==> config.mk <==
export PLATFORM = sky130hd
export DESIGN_NAME = sfcs_front
export DESIGN_NICKNAME = d
export VERILOG_FILES = /design/src/hdl/sfcs_pkg.sv /design/src/hdl/sfcs_front.sv
export SDC_FILE = /design/constraint.sdc
export NUM_CORES = 1
export LEC_CHECK = 0
export BUFFER_PORTS_ARGS = -buffer_cell sky130_fd_sc_hd__buf_2
export CAP_MARGIN = 30
export CELL_PAD_IN_SITES_DETAIL_PLACEMENT = 1
export CELL_PAD_IN_SITES_GLOBAL_PLACEMENT = 1
export CORE_MARGIN = 2
export CORE_UTILIZATION = 45
export DETAILED_ROUTE_END_ITERATION = 7
export GPL_TIMING_DRIVEN = 0
export PLACE_DENSITY = 0.78
export SLEW_MARGIN = 10
export SYNTH_ARGS = -nofsm -noshare
export SYNTH_HDL_FRONTEND = slang
export SYNTH_SLANG_ARGS = --single-unit
==> constraint.sdc <==
create_clock -name clk -period 3.6 [get_ports clk]
set_clock_uncertainty 0.2 [all_clocks]
set_input_delay 0.72 -clock clk [delete_from_list [all_inputs] [get_ports clk]]
set_output_delay 0.72 -clock clk [all_outputs]
set_load 0.01 [all_outputs]
==> src/hdl/sfcs_pkg.sv <==
// Shared types, opcodes and command microcode table for the SPI flash sequencer.
// No dependencies.
`default_nettype none
package sfcs_pkg;

  localparam int PAGE_BYTES = 256;
  localparam int FILL_W     = $clog2(PAGE_BYTES + 1);
  localparam int BUF_AW     = 8;
  localparam logic [5:0] SEQ_IDLE = 6'd63;
  localparam logic [5:0] SEQ_LEN  = 6'd16;

  localparam logic [3:0] OP_TICK      = 4'd0;
  localparam logic [3:0] OP_LOAD      = 4'd1;
  localparam logic [3:0] OP_STATUS    = 4'd2;
  localparam logic [3:0] OP_ID        = 4'd3;
  localparam logic [3:0] OP_ERASE4K   = 4'd4;
  localparam logic [3:0] OP_ERASE32K  = 4'd5;
  localparam logic [3:0] OP_ERASE64K  = 4'd6;
  localparam logic [3:0] OP_PROGRAM   = 4'd7;
  localparam logic [3:0] OP_RESET     = 4'd8;
  localparam logic [3:0] OP_SLEEP     = 4'd9;
  localparam logic [3:0] OP_WAKE      = 4'd10;

  localparam logic [4:0] RX_LEN = 5'd17;
  localparam logic [4:0] TX_LEN = 5'd24;

  typedef enum logic [3:0] {
    K_FIN   = 4'd0,
    K_BEGIN = 4'd1,
    K_END   = 4'd2,
    K_TX    = 4'd3,
    K_A2    = 4'd4,
    K_A1    = 4'd5,
    K_A0    = 4'd6,
    K_DATA  = 4'd7,
    K_FF8   = 4'd8,
    K_RX    = 4'd9,
    K_RXD   = 4'd10
  } kind_t;

  typedef struct packed {
    kind_t      kind;
    logic [7:0] val;
  } elem_t;

  typedef struct packed {
    logic [3:0]  opcode;
    logic [23:0] flash_address;
    logic [7:0]  data_byte;
    logic        miso_bit;
  } in_item_t;

  typedef struct packed {
    logic        cs_n;
    logic        sclk;
    logic        mosi;
    logic        miso_enable;
    logic        busy_res;
    logic [31:0] read_value;
    logic        read_done;
    logic        rejected;
  } out_item_t;

  // item after front-end decode
  typedef struct packed {
    in_item_t item;
    logic     is_load;
    logic     is_cmd;
  } cls_item_t;

  function automatic elem_t mk(input kind_t k, input logic [7:0] v);
    elem_t e;
    e.kind = k;
    e.val  = v;
    return e;
  endfunction

  function automatic elem_t tx(input logic [7:0] v);
    return mk(K_TX, v);
  endfunction

  // Erase and program share the write-enable frame and address bytes.
  function automatic elem_t wr_elem(input logic [5:0] step, input logic [7:0] opc,
                                    input logic data);
    elem_t e;
    e = mk(K_FIN, 8'h00);
    case (step)
      6'd0: e = mk(K_BEGIN, 8'h00);
      6'd1: e = tx(8'h06);
      6'd2: e = mk(K_END, 8'h00);
      6'd3: e = mk(K_BEGIN, 8'h00);
      6'd4: e = tx(opc);
      6'd5: e = mk(K_A2, 8'h00);
      6'd6: e = mk(K_A1, 8'h00);
      6'd7: e = mk(K_A0, 8'h00);
      6'd8: e = data ? mk(K_DATA, 8'h00) : mk(K_END, 8'h00);
      6'd9: e = data ? mk(K_END, 8'h00) : mk(K_FIN, 8'h00);
      default: e = mk(K_FIN, 8'h00);
    endcase
    return e;
  endfunction

  function automatic elem_t prog_elem(input logic [3:0] cmd, input logic [5:0] step);
    elem_t e;
    e = mk(K_FIN, 8'h00);
    unique case (cmd)
      OP_STATUS: begin
        case (step)
          6'd0: e = mk(K_BEGIN, 8'h00);
          6'd1: e = tx(8'h05);
          6'd2: e = mk(K_RX, 8'h00);
          6'd3: e = mk(K_END, 8'h00);
          default: e = mk(K_FIN, 8'h00);
        endcase
      end
      OP_ID: begin
        case (step)
          6'd0:  e = mk(K_BEGIN, 8'h00);
          6'd1:  e = tx(8'h90);
          6'd2:  e = tx(8'h00);
          6'd3:  e = tx(8'h00);
          6'd4:  e = tx(8'h00);
          6'd5:  e = mk(K_RX, 8'h00);
          6'd6:  e = mk(K_RX, 8'h00);
          6'd7:  e = mk(K_END, 8'h00);
          6'd8:  e = mk(K_BEGIN, 8'h00);
          6'd9:  e = tx(8'h9F);
          6'd10: e = mk(K_RXD, 8'h00);
          6'd11: e = mk(K_RX, 8'h00);
          6'd12: e = mk(K_RX, 8'h00);
          6'd13: e = mk(K_END, 8'h00);
          default: e = mk(K_FIN, 8'h00);
        endcase
      end
      OP_ERASE4K:  e = wr_elem(step, 8'h20, 1'b0);
      OP_ERASE32K: e = wr_elem(step, 8'h52, 1'b0);
      OP_ERASE64K: e = wr_elem(step, 8'hD8, 1'b0);
      OP_PROGRAM:  e = wr_elem(step, 8'h02, 1'b1);
      OP_RESET: begin
        case (step)
          6'd0: e = mk(K_BEGIN, 8'h00);
          6'd1: e = mk(K_FF8, 8'h00);
          6'd2: e = mk(K_END, 8'h00);
          6'd3: e = mk(K_BEGIN, 8'h00);
          6'd4: e = tx(8'hAB);
          6'd5: e = mk(K_END, 8'h00);
          default: e = mk(K_FIN, 8'h00);
        endcase
      end
      OP_SLEEP, OP_WAKE: begin
        case (step)
          6'd0: e = mk(K_BEGIN, 8'h00);
          6'd1: e = tx((cmd == OP_SLEEP) ? 8'hB9 : 8'hAB);
          6'd2: e = mk(K_END, 8'h00);
          default: e = mk(K_FIN, 8'h00);
        endcase
      end
      default: e = mk(K_FIN, 8'h00);
    endcase
    return e;
  endfunction

endpackage
`default_nettype wire

==> src/hdl/sfcs_front.sv <==
// Front end: takes input beats, decodes the opcode class, and holds them in a
// two-entry queue for the back end. Depends on sfcs_pkg.
`default_nettype none
module sfcs_front (
  input  wire logic              clk,
  input  wire logic              rst,
  input  wire logic              push,
  output logic                   full,
  input  wire sfcs_pkg::in_item_t item,
  output logic                   q_valid,
  output sfcs_pkg::cls_item_t    q_item,
  input  wire logic              q_pop
);
  import sfcs_pkg::*;

  cls_item_t  slot [2];
  logic       rd_ptr;
  logic       wr_ptr;
  logic [1:0] count;
  logic       do_push;
  cls_item_t  cls;

  always_comb begin
    cls.item    = item;
    cls.is_load = (item.opcode == OP_LOAD);
    cls.is_cmd  = (item.opcode >= OP_STATUS) && (item.opcode <= OP_WAKE);
  end

  assign full    = (count == 2'd2);
  assign do_push = push && !full;
  assign q_valid = (count != 2'd0);
  assign q_item  = slot[rd_ptr];

  always_ff @(posedge clk) begin
    if (do_push) begin
      slot[wr_ptr] <= cls;
    end
  end

  always_ff @(posedge clk) begin
    if (rst) begin
      rd_ptr <= 1'b0;
      wr_ptr <= 1'b0;
      count  <= 2'd0;
    end else begin
      if (do_push) wr_ptr <= !wr_ptr;
      if (q_pop && q_valid) rd_ptr <= !rd_ptr;
      count <= count + 2'(do_push) - 2'(q_pop && q_valid);
    end
  end

endmodule
`default_nettype wire

==> out/metrics.cfg, run 1 <==
[setup_path]
start_kind=flip-flop
max_stage_delay_ps=350
r2r_setup_slack_ps=1590
critPathKind=reg2out
endpoint_kind=output pin
path_max_fanout=10
ff2ff_path_depth=5
rr_endpoint=slot[0][15]$_DFFE_PP_
required_ps=2680
cp_top_family=buffers and inverters
crit_buf_inv=3
cpMaxStageDelayCell=dfxtp_1
arrival_ps=1550
worstPathCellList=buf_4 > buf_6 > mux2_2 > buf_2
worstReg2RegStart=count[0]$_SDFF_PP0_

[power]
power_density_mw_per_mm2=712
leakage_nw=1.47
peakVddDrop_uv=387
p_total_mw=2.72

[cells_and_area]
fin_cells=330
areaGrowthSynthToFinish_pct=24.4
final_cell_mix=83 x buf_2, 78 x edfxtp_1, 39 x mux2_2
drive_above_1_share_pct=57.6
antenna_cells=0
fin_area_mm2=0.00382
postLayoutCoreUtil_pct=57.2
layout_commonest_cell=buf_2
final_nets=289

[logic_synthesis]
ys_types=25
synth-simple-area-share_pct=2.44
syn_avg_cell_area_um2=20.2
synth_top_area_share_pct=76.2
ys_seq_elements=83
synth_top_family_by_area=multiplexers
ys_seq_area_share_pct=79.5
synth_top_cells_by_area=edfxtp_1 76%, mux2_2 14%, dfxtp_1 3.3%
synth_xor_area_share_pct=0.570
syn_area_mm2=0.00307
yosys_warnings=0
synthesis.nets=195
synth_compound_area_share_pct=0.977
synth_adder_area_share_pct=0.814
muxShareOfSynthArea_pct=14.3
synth_top_cell_by_area=edfxtp_1
synthCells=152

[floorplanning]
core_region_area_mm2=0.00668
start_util_pct=46.0
ios=82
die_x_um=86.6
die-area_mm2=0.00751
rows=30
die_y_um=86.6

[sta]
rsz0062_at_grt=no
fmax_mhz=405
drv_slew=0
hold_violations=0
tns_ps=0
setup_viol=0
hold_ws_ps=324
fin_crit_ps=2470
period_share_pct=68.6
relSlewSlack_pct=75.0
worst_slew_pin_slew_ps=374
setup_ws_ps=1130

[job]
cap_viol_max_count=0

[drt]
wl_per_cell_um=17.0
drt_pass1_iterations=4
drt_iter0_drc=72
vias_per_cell=4.94
antenna_left=0
drc=0
totalWireLength_mm=5.59
num_vias=1630

[clock_tree]
insertion_delay_ps=340
cts_tree=yes
cts.sink_count=83
cts_hold_buf=0
cts_resized=0
clk_pin_slew_ps=80
cts_inserted_buffers=9
htreeDepth=3
cts_root_buffer=clkbuf_8
cts_buffer_depth=2
post_cts_buffers=0

[global_route]
grt_use_total_pct=15.5
antenna_found_initial=0
gr-total-overflow=0
grt_start_max_net_pins=40
grt_pass1_vias=1691
grt_pass1_wl_mm=8.45

[placement]
routabilityCongestion=0.659
hpwl_mm=3.61
post-place-ws_ps=1230
io_buffers=81
dpl_cell_area_mm2=0.00360
placedCellCount=314

[hold_path]
hp-start=wr_ptr$_SDFFE_PP0N_
hp-class=reg2reg
min_to=wr_ptr$_SDFFE_PP0N_
hold_depth=2

[run_status]
status=finished, final reports clean

synth_stat cells (all sizes together):
| library cell | count |
|---|---|
| and3 | 1 |
| o21ai | 1 |
| o21a | 1 |
| a21oi | 2 |
| ha | 2 |
| nor2 | 3 |
| xnor2 | 1 |
| inv | 4 |
| nor4b | 1 |
| nor3 | 2 |
| buf | 4 |
| mux2 | 39 |
| edfxtp | 78 |
| a21o | 1 |
| nand2b | 1 |
| or3 | 1 |
| dfxtp | 5 |
| and2 | 1 |
| xor2 | 1 |
| or2 | 1 |
| nand2 | 1 |
| nor2b | 1 |
sequential cells by signal, summed over array words and instances (netlist names), named ones only:
signal	count
rd_ptr	1
count	2
slot	78
wr_ptr	1
worst register-to-register path: stages, from the launching register on:
cell and delay, ps:
dfxtp_1 390, nand2b_2 170, inv_2 40, or3_1 350, inv_2 310, buf_12 250
worst max path at each step:
stage,startpoint,end,slack [ps],cells after the start
final,flip-flop,q_item[25],1130,4
after global routing,flip-flop,q_item[25],1020,4
after CTS,flip-flop,q_item[25],1080,4
after detailed placement,push,slot[0][26]$_DFFE_PP_,1230,5
after global placement,push,slot[0][28]$_DFFE_PP_,550,4
after floorplan,push,slot[0][0]$_DFFE_PP_,1120,3
per-layer routing:
layer | global-route usage, % | part of all wire (%) | up-vias
li1 | - | - | 773
met5 | 0 | 0 | -
met2 | 24.1 | 49 | 57
met1 | 19.6 | 42 | 794
met3 | 6.48 | 7.3 | 6
met4 | 5.54 | 1.1 | 0
power breakdown:
part	switching, mW	total (mW)	internal [mW]
clock network	0.315	0.702	0.386
logic	0.388	0.749	0.361
registers	0.0439	1.27	1.23
total	0.747	2.72	1.98
area by class of cell:
cell class,count,area [um^2]
inverter,4,15.0
timing repair buffer,83,445
tap,80,100
clock inverter,5,77.6
clock buffer,10,128
multi-input combinational,61,587
sequential,83,2440
buffer,4,28.8
fill,631,2860
kinds of logic after synthesis:
group           Yosys count
mux                      39
flops                    83
fa+ha+maj                 2
simple gates             13
buf+inv                   8
xor+xnor                  2
compound gates            5
(Power assumes the default switching activity.)
==> run 2, diff against run 1 <==
--- a/config.mk
+++ b/config.mk
@@ -10,10 +10,10 @@
 export CELL_PAD_IN_SITES_DETAIL_PLACEMENT = 1
 export CELL_PAD_IN_SITES_GLOBAL_PLACEMENT = 1
 export CORE_MARGIN = 2
-export CORE_UTILIZATION = 45
+export CORE_UTILIZATION = 43
 export DETAILED_ROUTE_END_ITERATION = 7
 export GPL_TIMING_DRIVEN = 0
-export PLACE_DENSITY = 0.78
+export PLACE_DENSITY = 0.75
 export SLEW_MARGIN = 10
 export SYNTH_ARGS = -nofsm -noshare
 export SYNTH_HDL_FRONTEND = slang
==> constraint.sdc (replaced) <==
create_clock -name clk -period 2.4 [get_ports clk]
set_clock_uncertainty 0.2 [all_clocks]
set_input_delay 0.48 -clock clk [delete_from_list [all_inputs] [get_ports clk]]
set_output_delay 0.48 -clock clk [all_outputs]
set_load 0.01 [all_outputs]
==> run 2 against run 1 <==
Compared with the run above: total power grew 59%; via count rose by 1.7%; critical path depth is the same; register-to-register slack lost 1200 ps; die area rose by 4.4%; combinational power increased by 52%; sequential power up 50%; highest routed layer unchanged.
==> out/metrics.cfg, run 2 (synthesis gave the netlist of run 1 again) <==
[cells_and_area]
reg_top3=slot (78), count (2)
areaGrowthSynthToFinish_pct=27.5
fill_cells=677  ; +7.3%
final_cell_mix=83 x buf_2, 78 x edfxtp_1, 39 x mux2_2
antenna_cells=0  ; unchanged
largest_reg_flops=78  ; unchanged
largest_register=slot
postLayoutCoreUtil_pct=57.0  ; -0.18 points
layout_commonest_cell=buf_2
final_nets=289  ; unchanged
drive_above_1_share_pct=58.2  ; +0.57 points

[placement]
hpwl_mm=3.94  ; +9.3%
routabilityCongestion=0.666  ; +1.1%
io_buffers=81  ; unchanged

[power]
p_total_mw=4.34  ; +59%
power_density_mw_per_mm2=1110  ; +55%
leakage_nw=1.50  ; +2.2%
peakVddDrop_uv=620  ; +60%

[global_route]
grt_pass1_wl_mm=8.72  ; +3.3%
grt_start_max_net_pins=40  ; unchanged
antenna_found_initial=0  ; unchanged
gr-total-overflow=0  ; unchanged
grt_pass1_vias=1750  ; +3.5%
grt_use_total_pct=15.3  ; -0.25 points

[drt]
totalWireLength_mm=5.84  ; +4.3%
antenna_left=0  ; unchanged
drt_pass1_iterations=3  ; -1
wl_per_cell_um=16.8  ; -0.80%
drt_iter0_drc=80  ; +11%
route.met2.wl_mm=3.03  ; +9.9%
vias_per_cell=4.78  ; -3.3%
num_vias=1657  ; +1.7%
drc=0  ; unchanged
top_layer_used=met4
m1WireLength_mm=2.42  ; +2.3%
met3_length_um=302  ; -26%

[clock_tree]
cts_resized=0  ; unchanged
cts.sink_count=83  ; unchanged
clk_pin_slew_ps=90  ; about the same
cts_buffer_depth=2  ; unchanged
cts_tree=yes
cts_inserted_buffers=9  ; unchanged
cts_root_buffer=clkbuf_8
htreeDepth=3  ; unchanged
cts_hold_buf=0  ; unchanged
post_cts_buffers=0  ; unchanged
insertion_delay_ps=330  ; about the same

[sta]
period_share_pct=94.2
fmax_mhz=442
fin_crit_ps=2260
hold_ws_ps=122  ; -201 ps
tns_ps=0  ; unchanged
hold_violations=0  ; unchanged
setup_viol=0  ; unchanged
drv_slew=0  ; unchanged
worst_slew_pin_slew_ps=478  ; +104 ps
relSlewSlack_pct=67.7  ; -7.3 points
rsz0062_at_grt=no

[setup_path]
arrival_ps=1580  ; +30 ps
ff2ff_path_depth=5  ; unchanged
path_max_fanout=10  ; unchanged
required_ps=1720  ; -960 ps
r2r_setup_slack_ps=380  ; -1210 ps
critPathKind=reg2out
endpoint_kind=output pin
start_kind=flip-flop

[hold_path]
hold_depth=1  ; -1
hp-class=in2reg

[run_status]
status=finished, final reports clean

[floorplanning]
die_y_um=88.5  ; +2.2%
die-area_mm2=0.00784  ; +4.4%
core_region_area_mm2=0.00687  ; +2.8%
rows=30  ; unchanged
ios=82  ; unchanged
start_util_pct=44.7  ; -1.3 points
die_x_um=88.5  ; +2.2%

[job]
cap_viol_max_count=0  ; unchanged

run 2: changes by cell type in the layout (fill, tap and decap cells not counted):
cell / before / now
inv_6: 1 / 0
buf_16: 0 / 2
bufinv_16: 2 / 4
clkinv_4: 0 / 2
buf_12: 2 / 0
clkinv_1: 1 / 0
clkinv_2: 1 / 0
run 2: final cells by class:
class / count / area [um^2] / share of cell area [%]
Buffer: 4 / 28.8 / 0.734
Clock buffer: 10 / 128 / 3.26
Clock inverter: 6 / 138 / 3.51
Inverter: 4 / 15.0 / 0.383
Multi-Input combinational cell: 61 / 587 / 15.0
Sequential cell: 83 / 2440 / 62.3
Tap cell: 96 / 120 / 3.07
Timing Repair Buffer: 83 / 460 / 11.7
run 2: metrics by stage:
stage	cell area (um^2)	instances	worst slack, ps
5_1_grt	3920	347	30.4
3_3_place_gp	3600	329	-408
6_report	3920	347	139
4_1_cts	3890	346	86.6
2_1_floorplan	3070	152	162
3_5_place_dp	3630	330	238
run 2: worst max-delay path: stages (launching register included):
cell	delay [ps]
dfxtp_1	370
buf_4	210
buf_6	180
mux2_2	350
buf_2	150
run 2: power by group:
part	leakage, nW	internal (mW)	switching (mW)	total, mW
sequential	0.770	1.84	0.0684	1.91
clock	0.131	0.801	0.486	1.29
combinational	0.601	0.553	0.588	1.14
run 2: worst paths after layout:
kind | start | end
min | item[0] | slot[1][2]$_DFFE_PP_
max | flip-flop | q_item[27]
max reg2reg | count[0]$_SDFF_PP0_ | slot[0][11]$_DFFE_PP_
min reg2reg | wr_ptr$_SDFFE_PP0N_ | wr_ptr$_SDFFE_PP0N_
run 2: layer usage:
metal	global-route usage, %	vias up
met5	0	-
met4	5.79	0
met3	4.66	10
met2	25.8	49
met1	18.4	823
li1	-	775
==> run 3, diff against run 2 <==
==> config.mk (replaced) <==
export PLATFORM = sky130hd
export DESIGN_NAME = sfcs_front
export DESIGN_NICKNAME = d
export VERILOG_FILES = /design/src/hdl/sfcs_pkg.sv /design/src/hdl/sfcs_front.sv
export SDC_FILE = /design/constraint.sdc
export NUM_CORES = 1
export LEC_CHECK = 0
export BUFFER_PORTS_ARGS = -buffer_cell sky130_fd_sc_hd__buf_2
export CAP_MARGIN = 30
export CORE_MARGIN = 2
export CORE_UTILIZATION = 45
export DETAILED_ROUTE_END_ITERATION = 7
export GPL_TIMING_DRIVEN = 0
export PLACE_DENSITY = 0.67
export SLEW_MARGIN = 20
export SYNTH_ARGS = -nofsm -noshare
export SYNTH_HDL_FRONTEND = slang
export SYNTH_SLANG_ARGS = --single-unit
==> constraint.sdc (replaced) <==
create_clock -name clk -period 2.3 [get_ports clk]
set_clock_uncertainty 0.2 [all_clocks]
set_input_delay 0.46 -clock clk [delete_from_list [all_inputs] [get_ports clk]]
set_output_delay 0.46 -clock clk [all_outputs]
set_load 0.01 [all_outputs]
==> run 3 against run 2 <==
Compared with the run above: via count shrank 1.4%; combinational power barely moved; sequential cell count stayed put; global-route usage decreased by 1.0 points; total power increased by 0.24%; clock power decreased by 8%; sequential power grew 4%.
==> out/metrics.cfg, run 3 (synthesis gave the netlist of run 1 again) <==
[floorplanning]
die_x_um=86.6  ; -2.1%
die-area_mm2=0.00751  ; -4.2%
start_util_pct=46.0  ; +1.3 points
core_region_area_mm2=0.00668  ; -2.7%
rows=30  ; unchanged
die_y_um=86.6  ; -2.1%
ios=82  ; unchanged

[run_status]
status=finished, final reports clean

[cells_and_area]
reg_top3=slot (78), count (2)
antenna_cells=0  ; unchanged
drive_above_1_share_pct=57.6  ; -0.57 points
areaGrowthSynthToFinish_pct=25.6
largest_reg_flops=78  ; unchanged
final_cell_mix=83 x buf_2, 78 x edfxtp_1, 39 x mux2_2
final_nets=289  ; unchanged
largest_register=slot
postLayoutCoreUtil_pct=57.8  ; +0.70 points
layout_commonest_cell=buf_2

[sta]
relSlewSlack_pct=69.0  ; +1.3 points
fin_crit_ps=2200
hold_violations=0  ; unchanged
drv_slew=0  ; unchanged
rsz0062_at_grt=no
period_share_pct=95.6
worst_slew_pin_slew_ps=464  ; -13.3 ps
fmax_mhz=455
hold_ws_ps=97.9  ; -24.3 ps
setup_viol=0  ; unchanged

[drt]
drc=0  ; unchanged
drt_pass1_iterations=4  ; +1
num_vias=1633  ; -1.4%
totalWireLength_mm=5.34  ; -8.5%
drt_iter0_drc=61  ; -24%
antenna_left=0  ; unchanged
vias_per_cell=4.95  ; +3.6%
wl_per_cell_um=16.2  ; -3.8%

[power]
power_density_mw_per_mm2=1130  ; +1.8%
leakage_nw=1.48  ; -1.5%
peakVddDrop_uv=487  ; -21%

[setup_path]
critPathKind=reg2out
start_kind=flip-flop
path_max_fanout=10  ; unchanged
rr_endpoint=slot[0][15]$_DFFE_PP_
r2r_setup_slack_ps=350  ; -30 ps
worstReg2RegStart=count[0]$_SDFF_PP0_
arrival_ps=1540  ; -40 ps
endpoint=q_item[24]
endpoint_kind=output pin
ff2ff_path_depth=5  ; unchanged
required_ps=1640  ; -80 ps

[clock_tree]
cts_buffer_depth=2  ; unchanged
cts.sink_count=83  ; unchanged
clk_pin_slew_ps=80  ; about the same
cts_hold_buf=0  ; unchanged
htreeDepth=3  ; unchanged
insertion_delay_ps=340  ; about the same
cts_tree=yes
post_cts_buffers=0  ; unchanged
cts_inserted_buffers=9  ; unchanged
cts_root_buffer=clkbuf_8

[job]
cap_viol_max_count=0  ; unchanged

[global_route]
antenna_found_initial=0  ; unchanged
grt_pass1_vias=1609  ; -8.1%
grt_pass1_wl_mm=7.70  ; -12%
grt_use_total_pct=14.3  ; -1.0 points
grt_start_max_net_pins=40  ; unchanged
gr-total-overflow=0  ; unchanged

[placement]
routabilityCongestion=0.648  ; -2.6%
hpwl_mm=3.62  ; -8.1%
io_buffers=81  ; unchanged

[hold_path]
hp-class=in2reg

run 3: cell types whose count changed in the layout (fill, tap and decap cells not counted), sizes merged:
cell / before / now
bufinv: 4 / 3
clkbuf: 10 / 9
clkinvlp: 0 / 1
run 3: per-stage QoR:
stage	setup slack [ps]	setup TNS, ps	std cells	total power, mW	cell area (um^2)
final	102	0	330	4.35	3860
after floorplan	79.3	0	152	2.75	3070
after detailed placement	230	0	314	3.20	3600
after global placement	-491	-19070	313	3.15	3580
after CTS	25.7	0	329	4.40	3830
after global routing	15.0	0	330	4.56	3860
run 3: final cells by class:
cell class / count / area (um^2)
fillers: 549 / 2820
inverters: 4 / 15.0
flip-flops and latches: 83 / 2440
clock buffers: 9 / 124
clock inverters: 6 / 105
multi-input cells: 61 / 587
well taps: 80 / 100
repair buffers: 83 / 453
plain buffers: 4 / 32.5
run 3: critical path: stages, from the launching register on:
cell and delay (ps):
dfxtp_1 380, buf_6 170, buf_6 160, mux2_2 340, buf_2 150
run 3: metal layers:
metal | GRT usage, % | routed length, um
met1 | 15.0 | 2090
met2 | 25.5 | 2900
met3 | 2.86 | 221
met4 | 9.80 | 129
met5 | 0 | 0
run 3: power by group:
part           internal, mW  leakage [nW]  switching, mW
combinational         0.572         0.599          0.597
sequential             1.92         0.770         0.0663
clock                 0.708         0.110          0.483
total                  3.20          1.48           1.15
run 3: worst min-delay path by stage:
stage                   startpoint                    end  slack [ps]  cells after the start
6_report                   item[9]  slot[0][11]$_DFFE_PP_         100                      1
3_3_place_gp   wr_ptr$_SDFFE_PP0N_    wr_ptr$_SDFFE_PP0N_         270                      2
2_1_floorplan  wr_ptr$_SDFFE_PP0N_    wr_ptr$_SDFFE_PP0N_         250                      2
3_5_place_dp   wr_ptr$_SDFFE_PP0N_    wr_ptr$_SDFFE_PP0N_         290                      2
4_1_cts                    item[9]  slot[0][11]$_DFFE_PP_          80                      1
5_1_grt                   item[25]  slot[0][27]$_DFFE_PP_          80                      1
run 3: timing repair:
item | in CTS | in global routing
setup endpoints to repair | 0 | 8
hold endpoints to repair | 0 | 0
resized for setup | 0 | 1
